`src/hw/rtl/lcce_pkg.sv`:
```
// ----------------------------------------------------------------------------
// lcce_pkg
// Shared types and constants of the dimmer command encoder.
// ----------------------------------------------------------------------------
`default_nettype none

package lcce_pkg;

  // configuration port
  localparam int CFG_IDX_W  = 1;
  localparam int CFG_DATA_W = 8;
  localparam logic [CFG_IDX_W-1:0] CFG_MAX_LEVEL = 1'd0;
  localparam logic [CFG_IDX_W-1:0] CFG_DIALECT   = 1'd1;
  localparam logic [7:0] MAX_LEVEL_RST = 8'd100;

  // command queue
  localparam int QUEUE_DEPTH = 2;

  // shared divider
  localparam int DIV_NUM_W   = 28;
  localparam int DIV_DEN_W   = 25;
  localparam int DIV_CNT_W   = $clog2(DIV_NUM_W + 1);
  localparam int LEVEL_NUM_W = 16;
  localparam logic [DIV_CNT_W-1:0] LEVEL_STEPS = DIV_CNT_W'(LEVEL_NUM_W);
  localparam logic [DIV_CNT_W-1:0] RATE_STEPS  = DIV_CNT_W'(DIV_NUM_W);

  // ramp rate scaling: rate = round(d * 510000 / (239 * t))
  localparam int RATE_DEN_W = 24;
  localparam int RATE_DEN_K = 239;
  localparam int RATE_NUM_K = 1020000;
  localparam int LEVEL_PCT_K = 200;

  // command bytes
  localparam logic [7:0] BYTE_SYNC      = 8'h00;
  localparam logic [7:0] OP_SET         = 8'h03;
  localparam logic [7:0] OP_FADE        = 8'h04;
  localparam logic [7:0] BYTE_EXT       = 8'h81;
  localparam logic [7:0] BEAT_UNIT      = 8'hFF;
  localparam logic [7:0] BEAT_OP        = 8'h56;
  localparam logic [3:0] CIRC_FLAG      = 4'h8;
  localparam logic [7:0] EFF_TWINKLE    = 8'h06;
  localparam logic [7:0] EFF_SHIMMER    = 8'h07;
  localparam logic [7:0] TAIL_TWINKLE   = 8'h02;
  localparam logic [7:0] TAIL_SHIMMER   = 8'h01;
  localparam logic [7:0] LEVEL_OFF      = 8'hF0;
  localparam logic [7:0] LEVEL_FULL     = 8'h01;
  localparam logic [7:0] UNIT_LIMIT     = 8'hF0;
  localparam logic [6:0] PCT_FULL       = 7'd100;
  localparam logic [7:0] PCT_BASE       = 8'd228;
  localparam logic [31:0] BEAT_INTERVAL = 32'd300;
  localparam logic [7:0] RATE_ESC_HI    = 8'h40;
  localparam logic [7:0] RATE_ZERO_HI   = 8'h80;

  localparam int BYTE_IDX_W = 4;

  typedef enum logic [2:0] {
    REQ_SET          = 3'd0,
    REQ_RAMP         = 3'd1,
    REQ_TWINKLE      = 3'd2,
    REQ_SHIMMER      = 3'd3,
    REQ_TWINKLE_FADE = 3'd4,
    REQ_SHIMMER_FADE = 3'd5,
    REQ_TICK         = 3'd6,
    REQ_BEAT_RESET   = 3'd7
  } req_e;

  typedef enum logic [2:0] {
    CMD_SET,
    CMD_RAMP,
    CMD_EFF_SHORT,
    CMD_EFF_LONG,
    CMD_EFF_ALT,
    CMD_FADE,
    CMD_FADE_ALT,
    CMD_BEAT
  } cmd_e;

  typedef enum logic [2:0] {
    F_IDLE,
    F_DIV_MS,
    F_DIV_ME,
    F_RATE_PREP,
    F_RATE_GO,
    F_DIV_RATE,
    F_PUSH
  } front_state_e;

  typedef struct packed {
    logic [2:0]  req_type;
    logic [11:0] channel;
    logic [7:0]  start_level;
    logic [7:0]  end_level;
    logic [15:0] duration_ms;
    logic [30:0] tick_time;
  } req_t;

  typedef struct packed {
    logic [7:0] out_byte;
    logic       last_byte;
  } byte_t;

  // one queued command
  typedef struct packed {
    cmd_e       kind;
    logic [7:0] unit;
    logic [3:0] circ;
    logic       shim;
    logic [7:0] ms;
    logic [7:0] me;
    logic [7:0] hi;
    logic [7:0] lo;
  } cmd_t;

  typedef struct packed {
    logic                 start;
    logic [DIV_NUM_W-1:0] num;
    logic [DIV_DEN_W-1:0] den;
    logic [DIV_CNT_W-1:0] steps;
  } div_req_t;

  typedef struct packed {
    logic                 done;
    logic [DIV_NUM_W-1:0] quo;
  } div_rsp_t;

endpackage

`default_nettype wire

```
`src/hw/rtl/lcce_stream_if.sv`:
```
// ----------------------------------------------------------------------------
// lcce_stream_if
// Valid/ready channel carrying one payload per transfer.
// ----------------------------------------------------------------------------
`default_nettype none

interface lcce_stream_if #(
  parameter type payload_t = logic
) ();
  logic     valid;
  logic     ready;
  payload_t payload;

  modport source (output valid, output payload, input ready);
  modport sink (input valid, input payload, output ready);
endinterface

`default_nettype wire

```
`src/hw/rtl/lcce_div.sv`:
```
// ----------------------------------------------------------------------------
// lcce_div
// Restoring divider, one quotient bit per cycle; numerator left-aligned.
// ----------------------------------------------------------------------------
`default_nettype none

module lcce_div (
  input  wire logic              clk_i,
  input  wire logic              rst_ni,
  input  wire lcce_pkg::div_req_t req_i,
  output      lcce_pkg::div_rsp_t rsp_o
);
  import lcce_pkg::*;

  logic                 busy_q;
  logic                 done_q;
  logic [DIV_CNT_W-1:0] cnt_q;
  logic [DIV_DEN_W-1:0] rem_q;
  logic [DIV_DEN_W-1:0] den_q;
  logic [DIV_NUM_W-1:0] quo_q;

  logic [DIV_DEN_W:0]   shifted;
  logic [DIV_DEN_W+1:0] diff;

  assign shifted = {rem_q, quo_q[DIV_NUM_W-1]};
  assign diff    = {1'b0, shifted} - {2'b00, den_q};

  always_ff @(posedge clk_i or negedge rst_ni) begin
    if (!rst_ni) begin
      busy_q <= 1'b0;
      done_q <= 1'b0;
      cnt_q  <= '0;
    end else if (req_i.start) begin
      busy_q <= 1'b1;
      done_q <= 1'b0;
      cnt_q  <= req_i.steps;
    end else if (busy_q) begin
      cnt_q <= cnt_q - 1'b1;
      if (cnt_q == DIV_CNT_W'(1)) begin
        busy_q <= 1'b0;
        done_q <= 1'b1;
      end
    end else begin
      done_q <= 1'b0;
    end
  end

  always_ff @(posedge clk_i) begin
    if (req_i.start) begin
      rem_q <= '0;
      den_q <= req_i.den;
      quo_q <= req_i.num;
    end else if (busy_q) begin
      // remainder stays below the divisor, so the top bit is dropped
      rem_q <= diff[DIV_DEN_W+1] ? shifted[DIV_DEN_W-1:0] : diff[DIV_DEN_W-1:0];
      quo_q <= {quo_q[DIV_NUM_W-2:0], ~diff[DIV_DEN_W+1]};
    end
  end

  assign rsp_o.done = done_q;
  assign rsp_o.quo  = quo_q;

endmodule

`default_nettype wire

```
`src/hw/rtl/lcce_front.sv`:
```
// ----------------------------------------------------------------------------
// lcce_front
// Accepts requests, maps levels and rates, and queues one command each (none for a heartbeat reset or a tick not due).
`default_nettype none

module lcce_front (
  input  wire logic               clk_i,
  input  wire logic               rst_ni,
  input  wire logic [7:0]         max_level_i,
  input  wire logic               dialect_i,
  lcce_stream_if.sink             req_if,
  output      lcce_pkg::div_req_t div_req_o,
  input  wire lcce_pkg::div_rsp_t div_rsp_i,
  output      logic               push_valid_o,
  input  wire logic               push_ready_i,
  output      lcce_pkg::cmd_t     push_cmd_o
);
  import lcce_pkg::*;

  front_state_e state_q, state_d;

  req_t                  req_q;
  logic [7:0]            ms_q;
  logic [7:0]            me_q;
  logic [7:0]            hi_q;
  logic [7:0]            lo_q;
  logic [RATE_DEN_W-1:0] rate_den_q;
  logic [DIV_NUM_W-1:0]  rate_prod_q;
  logic                  beat_valid_q;
  logic [30:0]           beat_time_q;

  logic [7:0]  max_eff;
  logic        accept;
  req_e        in_type;
  req_e        cur_type;
  logic        beat_due;
  logic [31:0] beat_limit;
  logic [7:0]  me_new;
  logic        rate_type;
  logic [7:0]  delta;
  logic [15:0] dur_eff;
  logic [15:0] rate_sat;
  logic [7:0]  hi_raw;
  logic [7:0]  lo_raw;
  logic        full;
  logic        differ;
  logic [7:0]  unit_raw;

  function automatic logic [DIV_NUM_W-1:0] level_num(logic [7:0] lvl, logic [7:0] m);
    logic [7:0]             v;
    logic [LEVEL_NUM_W-1:0] n;
    v = (lvl > m) ? m : lvl;
    n = LEVEL_NUM_W'(v) * LEVEL_NUM_W'(LEVEL_PCT_K) + LEVEL_NUM_W'(m);
    return {n, {(DIV_NUM_W-LEVEL_NUM_W){1'b0}}};
  endfunction

  function automatic logic [7:0] map_pct(logic [6:0] p);
    logic [7:0] r;
    if (p == 7'd0) r = LEVEL_OFF;
    else if (p >= PCT_FULL) r = LEVEL_FULL;
    else r = PCT_BASE - {p, 1'b0};
    return r;
  endfunction

  assign max_eff  = (max_level_i == 8'd0) ? 8'd1 : max_level_i;
  assign accept   = req_if.valid && req_if.ready;
  assign in_type  = req_e'(req_if.payload.req_type);
  assign cur_type = req_e'(req_q.req_type);
  assign req_if.ready = (state_q == F_IDLE);

  // heartbeat when none stored, over the interval, or time went backwards
  assign beat_limit = {1'b0, beat_time_q} + BEAT_INTERVAL;
  assign beat_due   = !beat_valid_q
                   || ({1'b0, req_if.payload.tick_time} > beat_limit)
                   || (req_if.payload.tick_time < beat_time_q);

  assign me_new    = map_pct(div_rsp_i.quo[6:0]);
  assign rate_type = (cur_type == REQ_RAMP) || (cur_type == REQ_TWINKLE_FADE)
                  || (cur_type == REQ_SHIMMER_FADE);
  assign delta     = (ms_q > me_q) ? (ms_q - me_q) : (me_q - ms_q);
  assign dur_eff   = (req_q.duration_ms == 16'd0) ? 16'd1 : req_q.duration_ms;

  assign rate_sat = (|div_rsp_i.quo[DIV_NUM_W-1:16]) ? 16'hFFFF : div_rsp_i.quo[15:0];
  always_comb begin
    hi_raw = rate_sat[15:8];
    lo_raw = rate_sat[7:0];
    if (lo_raw == 8'd0) begin
      lo_raw = 8'd1;
      hi_raw = hi_raw | RATE_ESC_HI;
    end else if (hi_raw == 8'd0) begin
      hi_raw = RATE_ZERO_HI;
    end
  end

  // next state and divider control
  always_comb begin
    state_d      = state_q;
    div_req_o    = '0;
    push_valid_o = 1'b0;
    case (state_q)
      F_IDLE: begin
        if (req_if.valid) begin
          case (in_type)
            REQ_TICK: begin
              if (beat_due) state_d = F_PUSH;
            end
            REQ_BEAT_RESET: begin
              state_d = F_IDLE;
            end
            default: begin
              div_req_o.start = 1'b1;
              div_req_o.num   = level_num(req_if.payload.start_level, max_eff);
              div_req_o.den   = DIV_DEN_W'({max_eff, 1'b0});
              div_req_o.steps = LEVEL_STEPS;
              state_d         = F_DIV_MS;
            end
          endcase
        end
      end
      F_DIV_MS: begin
        if (div_rsp_i.done) begin
          div_req_o.start = 1'b1;
          div_req_o.num   = level_num(req_q.end_level, max_eff);
          div_req_o.den   = DIV_DEN_W'({max_eff, 1'b0});
          div_req_o.steps = LEVEL_STEPS;
          state_d         = F_DIV_ME;
        end
      end
      F_DIV_ME: begin
        if (div_rsp_i.done) begin
          state_d = (rate_type && (ms_q != me_new)) ? F_RATE_PREP : F_PUSH;
        end
      end
      F_RATE_PREP: begin
        state_d = F_RATE_GO;
      end
      F_RATE_GO: begin
        div_req_o.start = 1'b1;
        div_req_o.num   = rate_prod_q + DIV_NUM_W'(rate_den_q);
        div_req_o.den   = {rate_den_q, 1'b0};
        div_req_o.steps = RATE_STEPS;
        state_d         = F_DIV_RATE;
      end
      F_DIV_RATE: begin
        if (div_rsp_i.done) state_d = F_PUSH;
      end
      F_PUSH: begin
        push_valid_o = 1'b1;
        if (push_ready_i) state_d = F_IDLE;
      end
      default: begin
        state_d = F_IDLE;
      end
    endcase
  end

  always_ff @(posedge clk_i or negedge rst_ni) begin
    if (!rst_ni) begin
      state_q <= F_IDLE;
    end else begin
      state_q <= state_d;
    end
  end

  always_ff @(posedge clk_i or negedge rst_ni) begin
    if (!rst_ni) begin
      beat_valid_q <= 1'b0;
    end else if (accept && (in_type == REQ_BEAT_RESET)) begin
      beat_valid_q <= 1'b0;
    end else if (accept && (in_type == REQ_TICK) && beat_due) begin
      beat_valid_q <= 1'b1;
    end
  end

  always_ff @(posedge clk_i) begin
    if (accept && (in_type == REQ_TICK) && beat_due) beat_time_q <= req_if.payload.tick_time;
    if (accept) req_q <= req_if.payload;
    if ((state_q == F_DIV_MS) && div_rsp_i.done) ms_q <= map_pct(div_rsp_i.quo[6:0]);
    if ((state_q == F_DIV_ME) && div_rsp_i.done) me_q <= me_new;
    if (state_q == F_RATE_PREP) begin
      rate_den_q  <= RATE_DEN_W'(dur_eff) * RATE_DEN_W'(RATE_DEN_K);
      rate_prod_q <= DIV_NUM_W'(delta) * DIV_NUM_W'(RATE_NUM_K);
    end
    if ((state_q == F_DIV_RATE) && div_rsp_i.done) begin
      hi_q <= hi_raw;
      lo_q <= lo_raw;
    end
  end

  // command classification
  assign full     = req_q.start_level >= max_eff;
  assign differ   = ms_q != me_q;
  assign unit_raw = req_q.channel[11:4];

  always_comb begin
    push_cmd_o.unit = (unit_raw < UNIT_LIMIT) ? (unit_raw + 8'd1) : unit_raw;
    push_cmd_o.circ = req_q.channel[3:0];
    push_cmd_o.shim = (cur_type == REQ_SHIMMER) || (cur_type == REQ_SHIMMER_FADE);
    push_cmd_o.ms   = ms_q;
    push_cmd_o.me   = me_q;
    push_cmd_o.hi   = hi_q;
    push_cmd_o.lo   = lo_q;
    case (cur_type)
      REQ_SET: begin
        push_cmd_o.kind = CMD_SET;
      end
      REQ_RAMP: begin
        push_cmd_o.kind = differ ? CMD_RAMP : CMD_SET;
      end
      REQ_TWINKLE, REQ_SHIMMER: begin
        if (full) push_cmd_o.kind = CMD_EFF_SHORT;
        else push_cmd_o.kind = dialect_i ? CMD_EFF_ALT : CMD_EFF_LONG;
      end
      REQ_TWINKLE_FADE, REQ_SHIMMER_FADE: begin
        if (differ) push_cmd_o.kind = dialect_i ? CMD_FADE_ALT : CMD_FADE;
        else if (!dialect_i) push_cmd_o.kind = CMD_EFF_LONG;
        else push_cmd_o.kind = full ? CMD_EFF_SHORT : CMD_EFF_ALT;
      end
      default: begin
        push_cmd_o.kind = CMD_BEAT;
      end
    endcase
  end

endmodule

`default_nettype wire

```
`src/hw/rtl/lcce_fifo.sv`:
```
// ----------------------------------------------------------------------------
// lcce_fifo
// Short command queue between the front and back ends.
// ----------------------------------------------------------------------------
`default_nettype none

module lcce_fifo #(
  parameter int Depth = lcce_pkg::QUEUE_DEPTH
) (
  input  wire logic           clk_i,
  input  wire logic           rst_ni,
  input  wire logic           push_valid_i,
  output      logic           push_ready_o,
  input  wire lcce_pkg::cmd_t push_cmd_i,
  output      logic           pop_valid_o,
  input  wire logic           pop_ready_i,
  output      lcce_pkg::cmd_t pop_cmd_o
);
  import lcce_pkg::*;

  localparam int PtrW = $clog2(Depth);
  localparam int CntW = $clog2(Depth + 1);

  cmd_t            mem_q [Depth];
  logic [PtrW-1:0] wr_ptr_q;
  logic [PtrW-1:0] rd_ptr_q;
  logic [CntW-1:0] cnt_q;
  logic            push;
  logic            pop;

  assign push_ready_o = cnt_q < CntW'(Depth);
  assign pop_valid_o  = cnt_q != '0;
  assign pop_cmd_o    = mem_q[rd_ptr_q];
  assign push         = push_valid_i && push_ready_o;
  assign pop          = pop_valid_o && pop_ready_i;

  always_ff @(posedge clk_i or negedge rst_ni) begin
    if (!rst_ni) begin
      wr_ptr_q <= '0;
      rd_ptr_q <= '0;
      cnt_q    <= '0;
    end else begin
      if (push) wr_ptr_q <= (wr_ptr_q == PtrW'(Depth - 1)) ? '0 : wr_ptr_q + 1'b1;
      if (pop) rd_ptr_q <= (rd_ptr_q == PtrW'(Depth - 1)) ? '0 : rd_ptr_q + 1'b1;
      if (push && !pop) cnt_q <= cnt_q + 1'b1;
      else if (pop && !push) cnt_q <= cnt_q - 1'b1;
    end
  end

  always_ff @(posedge clk_i) begin
    if (push) mem_q[wr_ptr_q] <= push_cmd_i;
  end

endmodule

`default_nettype wire

```
`src/hw/rtl/lcce_back.sv`:
```
// ----------------------------------------------------------------------------
// lcce_back
// Walks a queued command and sends its bytes through an output register.
// ----------------------------------------------------------------------------
`default_nettype none

module lcce_back (
  input  wire logic           clk_i,
  input  wire logic           rst_ni,
  input  wire logic           pop_valid_i,
  output      logic           pop_ready_o,
  input  wire lcce_pkg::cmd_t pop_cmd_i,
  lcce_stream_if.source       byte_if
);
  import lcce_pkg::*;

  logic                  busy_q;
  cmd_t                  cmd_q;
  logic [BYTE_IDX_W-1:0] idx_q;
  logic                  out_valid_q;
  byte_t                 out_q;
  byte_t                 sel;
  logic                  load;

  function automatic byte_t cmd_byte(cmd_t c, logic [BYTE_IDX_W-1:0] i);
    logic [7:0]            seq [2**BYTE_IDX_W];
    logic [BYTE_IDX_W-1:0] len;
    logic [7:0]            circ;
    logic [7:0]            code;
    logic [7:0]            tail;
    byte_t                 r;
    circ = {CIRC_FLAG, c.circ};
    code = c.shim ? EFF_SHIMMER : EFF_TWINKLE;
    tail = c.shim ? TAIL_SHIMMER : TAIL_TWINKLE;
    for (int k = 0; k < 2**BYTE_IDX_W; k++) seq[k] = BYTE_SYNC;
    seq[1] = c.unit;
    case (c.kind)
      CMD_SET: begin
        seq[2] = OP_SET; seq[3] = c.ms; seq[4] = circ;
        len = BYTE_IDX_W'(6);
      end
      CMD_RAMP: begin
        seq[2] = OP_FADE; seq[3] = c.ms; seq[4] = c.me; seq[5] = c.hi;
        seq[6] = c.lo; seq[7] = circ;
        len = BYTE_IDX_W'(9);
      end
      CMD_EFF_SHORT: begin
        seq[2] = code; seq[3] = circ;
        len = BYTE_IDX_W'(5);
      end
      CMD_EFF_LONG: begin
        seq[2] = code; seq[3] = circ; seq[4] = BYTE_EXT; seq[5] = OP_SET;
        seq[6] = c.ms;
        len = BYTE_IDX_W'(8);
      end
      CMD_EFF_ALT: begin
        seq[2] = code; seq[3] = circ; seq[4] = c.ms;
        len = BYTE_IDX_W'(6);
      end
      CMD_FADE: begin
        seq[2] = code; seq[3] = circ; seq[4] = BYTE_EXT; seq[5] = OP_FADE;
        seq[6] = c.ms; seq[7] = c.me; seq[8] = c.hi; seq[9] = c.lo;
        len = BYTE_IDX_W'(11);
      end
      CMD_FADE_ALT: begin
        seq[2] = OP_FADE; seq[3] = c.ms; seq[4] = c.me; seq[5] = c.hi;
        seq[6] = c.lo; seq[7] = circ; seq[8] = tail;
        len = BYTE_IDX_W'(10);
      end
      default: begin
        // heartbeat
        seq[1] = BEAT_UNIT; seq[2] = BYTE_EXT; seq[3] = BEAT_OP;
        len = BYTE_IDX_W'(5);
      end
    endcase
    r.out_byte  = seq[i];
    r.last_byte = (i == len - 1'b1);
    return r;
  endfunction

  assign sel         = cmd_byte(cmd_q, idx_q);
  assign pop_ready_o = !busy_q;
  assign load        = busy_q && (!out_valid_q || byte_if.ready);

  always_ff @(posedge clk_i or negedge rst_ni) begin
    if (!rst_ni) begin
      busy_q      <= 1'b0;
      idx_q       <= '0;
      out_valid_q <= 1'b0;
    end else begin
      if (!busy_q && pop_valid_i) begin
        busy_q <= 1'b1;
        idx_q  <= '0;
      end else if (load) begin
        idx_q <= idx_q + 1'b1;
        if (sel.last_byte) busy_q <= 1'b0;
      end
      if (load) out_valid_q <= 1'b1;
      else if (byte_if.ready) out_valid_q <= 1'b0;
    end
  end

  always_ff @(posedge clk_i) begin
    if (!busy_q && pop_valid_i) cmd_q <= pop_cmd_i;
    if (load) out_q <= sel;
  end

  assign byte_if.valid   = out_valid_q;
  assign byte_if.payload = out_q;

endmodule

`default_nettype wire

```
`src/hw/rtl/lighting_controller_command_encoder_top.sv`:
```
// ----------------------------------------------------------------------------
// lighting_controller_command_encoder_top
// Dimmer command encoder: one request in, a stream of command bytes out.
// ----------------------------------------------------------------------------
// flow: a level request is queued after two 16-step level divisions, a ramp rate after
//   one more 28-step division; a due tick goes straight to queuing, while a tick not due
//   or a heartbeat reset leaves the front idle; the front takes the next request the cycle
//   after queuing, and waits while the queue is full; bytes leave one per cycle while the
//   sink is ready, with an idle gap between commands
// reset: asynchronous, clears control state, max_level to 100, dialect to 0, no heartbeat
`default_nettype none

module lighting_controller_command_encoder_top #(
  parameter int QueueDepth = lcce_pkg::QUEUE_DEPTH
) (
  input  wire logic                            clk_i,
  input  wire logic                            rst_ni,
  input  wire logic                            cfg_we_i,
  input  wire logic [lcce_pkg::CFG_IDX_W-1:0]  cfg_idx_i,
  input  wire logic [lcce_pkg::CFG_DATA_W-1:0] cfg_data_i,
  lcce_stream_if.sink                          req_i,
  lcce_stream_if.source                        byte_o
);
  import lcce_pkg::*;

  // configuration registers; the user must write them only while idle, the block does not enforce it
  logic [7:0] max_level_q;
  logic       dialect_q;

  // divider traffic and front-to-queue, queue-to-back transfers
  div_req_t div_req;
  div_rsp_t div_rsp;
  logic     push_valid;
  logic     push_ready;
  cmd_t     push_cmd;
  logic     pop_valid;
  logic     pop_ready;
  cmd_t     pop_cmd;

  always_ff @(posedge clk_i or negedge rst_ni) begin
    if (!rst_ni) begin
      max_level_q <= MAX_LEVEL_RST;
      dialect_q   <= 1'b0;
    end else if (cfg_we_i) begin
      case (cfg_idx_i)
        CFG_MAX_LEVEL: max_level_q <= cfg_data_i[7:0];
        CFG_DIALECT:   dialect_q   <= cfg_data_i[0];
        default: begin
          max_level_q <= max_level_q;
        end
      endcase
    end
  end

  // front end: level mapping, rate computation, heartbeat timing
  lcce_front u_front (
    .clk_i        (clk_i),
    .rst_ni       (rst_ni),
    .max_level_i  (max_level_q),
    .dialect_i    (dialect_q),
    .req_if       (req_i),
    .div_req_o    (div_req),
    .div_rsp_i    (div_rsp),
    .push_valid_o (push_valid),
    .push_ready_i (push_ready),
    .push_cmd_o   (push_cmd)
  );

  // shared divider for level percent and ramp rate
  lcce_div u_div (
    .clk_i  (clk_i),
    .rst_ni (rst_ni),
    .req_i  (div_req),
    .rsp_o  (div_rsp)
  );

  // decoupling queue so the byte stream can stall without blocking the front until the queue is full
  lcce_fifo #(
    .Depth (QueueDepth)
  ) u_fifo (
    .clk_i        (clk_i),
    .rst_ni       (rst_ni),
    .push_valid_i (push_valid),
    .push_ready_o (push_ready),
    .push_cmd_i   (push_cmd),
    .pop_valid_o  (pop_valid),
    .pop_ready_i  (pop_ready),
    .pop_cmd_o    (pop_cmd)
  );

  // back end: byte sequencing with a registered output
  lcce_back u_back (
    .clk_i       (clk_i),
    .rst_ni      (rst_ni),
    .pop_valid_i (pop_valid),
    .pop_ready_o (pop_ready),
    .pop_cmd_i   (pop_cmd),
    .byte_if     (byte_o)
  );

endmodule

`default_nettype wire

```
`src/flat_wrapper.sv`:
```
// flat-port wrapper written by rule: the top's interface ports become plain ports
module lighting_controller_command_encoder_top_flat import lcce_pkg::*;
#(
  parameter int QueueDepth = lcce_pkg::QUEUE_DEPTH
)
  (clk_i, rst_ni, cfg_we_i, cfg_idx_i, cfg_data_i, req_i_valid, req_i_payload, req_i_ready, byte_o_valid, byte_o_payload, byte_o_ready);
  lcce_stream_if #(.payload_t(req_t)) req_i_i ();
  lcce_stream_if #(.payload_t(byte_t)) byte_o_i ();
  input  wire logic clk_i;
  input  wire logic rst_ni;
  input  wire logic cfg_we_i;
  input  wire logic [lcce_pkg::CFG_IDX_W-1:0] cfg_idx_i;
  input  wire logic [lcce_pkg::CFG_DATA_W-1:0] cfg_data_i;
  input wire logic [$bits(req_i_i.valid)-1:0] req_i_valid;
  input wire logic [$bits(req_i_i.payload)-1:0] req_i_payload;
  output wire logic [$bits(req_i_i.ready)-1:0] req_i_ready;
  output wire logic [$bits(byte_o_i.valid)-1:0] byte_o_valid;
  output wire logic [$bits(byte_o_i.payload)-1:0] byte_o_payload;
  input wire logic [$bits(byte_o_i.ready)-1:0] byte_o_ready;
  assign req_i_i.valid = req_i_valid;
  assign req_i_i.payload = req_i_payload;
  assign req_i_ready = req_i_i.ready;
  assign byte_o_valid = byte_o_i.valid;
  assign byte_o_payload = byte_o_i.payload;
  assign byte_o_i.ready = byte_o_ready;
  lighting_controller_command_encoder_top #(.QueueDepth(QueueDepth)) u_core (.clk_i(clk_i), .rst_ni(rst_ni), .cfg_we_i(cfg_we_i), .cfg_idx_i(cfg_idx_i), .cfg_data_i(cfg_data_i), .req_i(req_i_i), .byte_o(byte_o_i));
endmodule
```
`config.mk`:
```
export PLATFORM = sky130hd
export DESIGN_NAME = lighting_controller_command_encoder_top_flat
export DESIGN_NICKNAME = d
export VERILOG_FILES = /design/src/hw/rtl/lcce_pkg.sv /design/src/hw/rtl/lcce_stream_if.sv /design/src/hw/rtl/lcce_div.sv /design/src/hw/rtl/lcce_front.sv /design/src/hw/rtl/lcce_fifo.sv /design/src/hw/rtl/lcce_back.sv /design/src/hw/rtl/lighting_controller_command_encoder_top.sv /design/src/flat_wrapper.sv
export SDC_FILE = /design/constraint.sdc
export NUM_CORES = 1
export LEC_CHECK = 0
export ABC_AREA = 1
export BUFFER_PORTS_ARGS = -buffer_cell sky130_fd_sc_hd__clkbuf_2
export CAP_MARGIN = 10
export CORE_ASPECT_RATIO = 0.75
export CORE_MARGIN = 2
export CORE_UTILIZATION = 45
export DETAILED_ROUTE_END_ITERATION = 16
export SYNTH_ARGS = -nofsm -noshare
export SYNTH_HDL_FRONTEND = slang
export SYNTH_SLANG_ARGS = --single-unit
```
`constraint.sdc`:
```
create_clock -name clk_i -period 5.7 [get_ports clk_i]
set_input_delay 0.855 -clock clk_i [delete_from_list [all_inputs] [get_ports clk_i]]
set_output_delay 0.855 -clock clk_i [all_outputs]
set_load 0.05 [all_outputs]
```
==> results.json <==
{
  "die_y_um": 226.3,
  "cpPeakStageDelay_ns": 0.61,
  "start_util": 0.4550,
  "setup_violations": 0,
  "crit_path_max_fanout": 8,
  "min_period_over_period": 0.9497,
  "tritoncts": "built",
  "clkSinkCount": 417,
  "synthToLayoutAreaGrowth_pct": 11.56,
  "cts_buffer_depth": 3,
  "slew_viol_final": 0,
  "die_area_um2": 67990,
  "cp_top_family": "adder cells",
  "place_inst": 4209,
  "post-route-min-period_ns": 5.413,
  "fill_cells": 6059,
  "critical_path_class": "reg2reg",
  "synth-edff-count": 362,
  "final_nets": 3919,
  "htreeDepth": 2,
  "numCtsBuffers": 47,
  "synthesis.area_um2": 29650,
  "rows": 81,
  "die_x_um": 300.4,
  "grt_max_degree": 53,
  "diodes": 0,
  "fin_skew_ns": 0.03433,
  "synth_area_per_cell_um2": 9.116,
  "synth_seq_cells": 417,
  "yosysWarnings": 0,
  "clockRootBuffer": "clkbuf_16",
  "hold_violations": 0,
  "worstPathRequired_ns": 6.03,
  "grt_usage": 0.2162,
  "grt-ovfl-total": 0,
  "place.gp.congestion": 0.9543,
  "stdcell_count": 4297,
  "cts.reportedPaths.clkPinSlew_ns": 0.06,
  "maxCapViolations": 0,
  "yosysSeqAreaShare": 0.4089,
  "crit_arrival_ns": 5.74,
  "dr.pass1.iters": 7,
  "cp-end-kind": "flop",
  "drt_wl_total_um": 72800,
  "drcViolationCount": 0,
  "synth_nets": 3783,
  "async_flop_share": 0.07194,
  "seqCellArea_um2": 12130,
  "worst_pin_slew_ns": 1.044,
  "status": "complete, no violations",
  "timing.rr.end": "u_core.u_front.rate_prod_q[27]$_DFFE_PP_",
  "grt_pass1_wl_um": 116500,
  "wl_per_cell_um": 16.94,
  "whs_ns": 0.4115,
  "rsz0062_at_grt": "yes",
  "cts_hold_buf": 0,
  "multi_input_area_um2": 15570,
  "r2r-start": "u_core.u_front.ms_q[0]$_DFFE_PP_",
  "holdCritPathClass": "in2async",
  "critPathLaunchType": "flop",
  "ant_nets": 0,
  "vias": 22310,
  "ios": 103,
  "synth_cells": 3253,
  "r2r_cells": 27,
  "antenna_found_initial": 0,
  "drive_gt1_frac": 0.08056,
  "slew-limit-headroom": 0.3017,
  "clk_latency_ns": 0.61,
  "crit_top_cell": "nand2_1",
  "fmax_mhz": 184.7,
  "vias_per_cell": 5.191,
  "core_um2": 65170,
  "dp_hpwl_um": 56530,
  "port-buffer-count": 102,
  "critPathSlowestCell": "fa_1",
  "initialDrtViolationCount": 1818,
  "synth_cell_type_count": 63,
  "grt_pass1_vias": 21100,
  "critical_path_buf_inv_count": 6,
  "ys.flop_type": "edfxtp_1",
  "ff2ff_setup_slack_ns": 0.29
}
[repair_timing]
| action | CTS | global route |
|---|---|---|
| gates resized for setup | 0 | 40 |
| setup endpoints to repair | 0 | 16 |
| buffers inserted | 0 | 2 |
[registers in the layout (all words and copies together), names as in the netlist, 2 cells and up]
register                       cells
u_core.max_level_q                 8
u_core.u_div.quo_q                28
u_core.u_back.idx_q                4
u_core.u_front.cur_type            3
u_core.u_div.den_q                24
u_core.u_front.me_q                8
u_core.u_fifo.mem_q               96
u_core.u_front.push_cmd_o          4
u_core.u_fifo.cnt_q                2
u_core.u_div.cnt_q                 5
u_core.u_front.ms_q                8
u_core.u_front.hi_q                8
u_core.u_back.byte_if.payload      9
u_core.u_front.state_q             3
u_core.u_front.beat_time_q        31
u_core.u_front.req_q              40
u_core.u_front.rate_prod_q        23
u_core.u_front.lo_q                8
u_core.u_front.rate_den_q         24
u_core.u_back.cmd_q               48
u_core.u_div.rem_q                25
[area by class of cell]
class / instances / share of cell area
Multi-Input combinational cell: 2265 / 0.4708
Sequential cell: 417 / 0.3665
Inverter: 516 / 0.05893
Clock buffer: 59 / 0.03884
Tap cell: 871 / 0.03294
Timing Repair Buffer: 142 / 0.02462
Clock inverter: 27 / 0.007300
[Yosys cell counts (3+ instances only)]
master	number	area (um^2)
o311ai_0	4	35.03
a31oi_1	20	125.1
a32o_1	3	30.03
or2_2	8	50.05
inv_4	3	18.77
nor3_1	34	170.2
xor2_1	94	823.3
a221oi_1	3	26.28
dfrtp_1	27	675.7
nand2_1	673	2526
a211oi_1	5	37.54
edfxtp_1	362	10870
o21bai_1	9	67.56
a22oi_1	7	52.55
nor4_1	12	75.07
fa_1	98	1962
nand4_1	56	350.3
nor2_8	3	60.06
dfstp_2	3	78.83
a21oi_1	222	1111
nand3_1	153	765.7
o211ai_1	23	172.7
dfxtp_1	25	500.5
nand3b_1	7	52.55
ha_1	340	4254
xnor2_1	29	254.0
buf_2	10	50.05
o31ai_1	4	30.03
o21ai_1	11	55.05
clkbuf_1	43	161.4
o22ai_1	17	106.4
o221ai_1	10	87.58
o2111ai_1	5	43.79
nor2_1	180	675.7
a21o_1	21	157.7
inv_1	506	1899
o21ai_0	183	915.9
inv_2	4	15.01
o21a_1	5	37.54
[stage by stage]
| step | worst slack (ns) | TNS (ns) | util | cell area (um^2) |
|---|---|---|---|---|
| final | 0.2868 | 0 | 0.5076 | 33080 |
| after global placement | 0.2530 | 0 | 0.4813 | 31370 |
| after global routing | -0.02524 | -0.02524 | 0.5076 | 33080 |
| after floorplan | 0.4344 | 0 | - | 29650 |
| after CTS | 0.07516 | 0 | 0.5047 | 32890 |
| after detailed placement | 0.1173 | 0 | 0.4813 | 31370 |
[routing by layer]
| metal | routed length, um | vias up | part of all wire | global-route usage |
|---|---|---|---|---|
| met3 | 4266 | 61 | 0.059 | 0.03018 |
| met4 | 915 | 0 | 0.013 | 0.03694 |
| li1 | - | 11320 | - | - |
| met2 | 29540 | 544 | 0.41 | 0.3101 |
| met5 | 0 | - | 0 | 0 |
| met1 | 38080 | 10380 | 0.52 | 0.3462 |
[worst register-to-register path, delay by kind of cell, from the launching register on]
| family | cells | cell delay (ns) |
|---|---|---|
| AO/OA/AOI/OAI | 3 | 0.35 |
| AND/OR/NAND/NOR | 10 | 0.88 |
| flip-flops | 1 | 0.38 |
| XOR/XNOR | 1 | 0.14 |
| buffers and inverters | 6 | 0.56 |
| adder cells (fa/ha/maj) | 7 | 2.84 |
[layout by cell type (no fill, tap or decap), types with 92 or more instances in the layout]
master      n
fa_1       98
xor2_1     92
nand2_1   670
clkbuf_2  102
nand3_1   152
ha_1      331
inv_1     505
a21oi_1   220
nor2_1    177
edfxtp_1  362
o21ai_0   174
[logic make-up (layout without fill, tap and decap cells)]
logic type                 count (synthesis)  in the layout  synth area share
xor gates and xnor gates                 123            123           0.03633
buffers and inverters                    571            744           0.07342
DFF                                      417            417            0.4089
adders and majority gates                438            438            0.2096
AOI/OAI and AO/OA                        562            562            0.1073
and+or+nand+nor                         1139           1139            0.1633
muxes                                      3              3          0.001055
[worst max path at each step]
| stage | startpoint | endpoint | slack (ns) | cells after the start |
|---|---|---|---|---|
| finish | u_core.u_front.ms_q[0]$_DFFE_PP_ | u_core.u_front.rate_prod_q[27]$_DFFE_PP_ | 0.29 | 27 |
| global route | u_core.u_front.ms_q[0]$_DFFE_PP_ | u_core.u_front.rate_prod_q[27]$_DFFE_PP_ | -0.03 | 29 |
| CTS | u_core.u_front.ms_q[0]$_DFFE_PP_ | u_core.u_front.rate_prod_q[27]$_DFFE_PP_ | 0.08 | 28 |
| detailed placement | u_core.u_front.ms_q[0]$_DFFE_PP_ | u_core.u_front.rate_prod_q[27]$_DFFE_PP_ | 0.12 | 28 |
| global placement | u_core.u_front.ms_q[0]$_DFFE_PP_ | u_core.u_front.rate_prod_q[26]$_DFFE_PP_ | 0.25 | 26 |
| floorplan | u_core.u_front.ms_q[0]$_DFFE_PP_ | u_core.u_front.rate_prod_q[27]$_DFFE_PP_ | 0.43 | 28 |
Power is not shown: default switching activity piles up to over one toggle a cycle in this logic, so the estimate is an artifact.
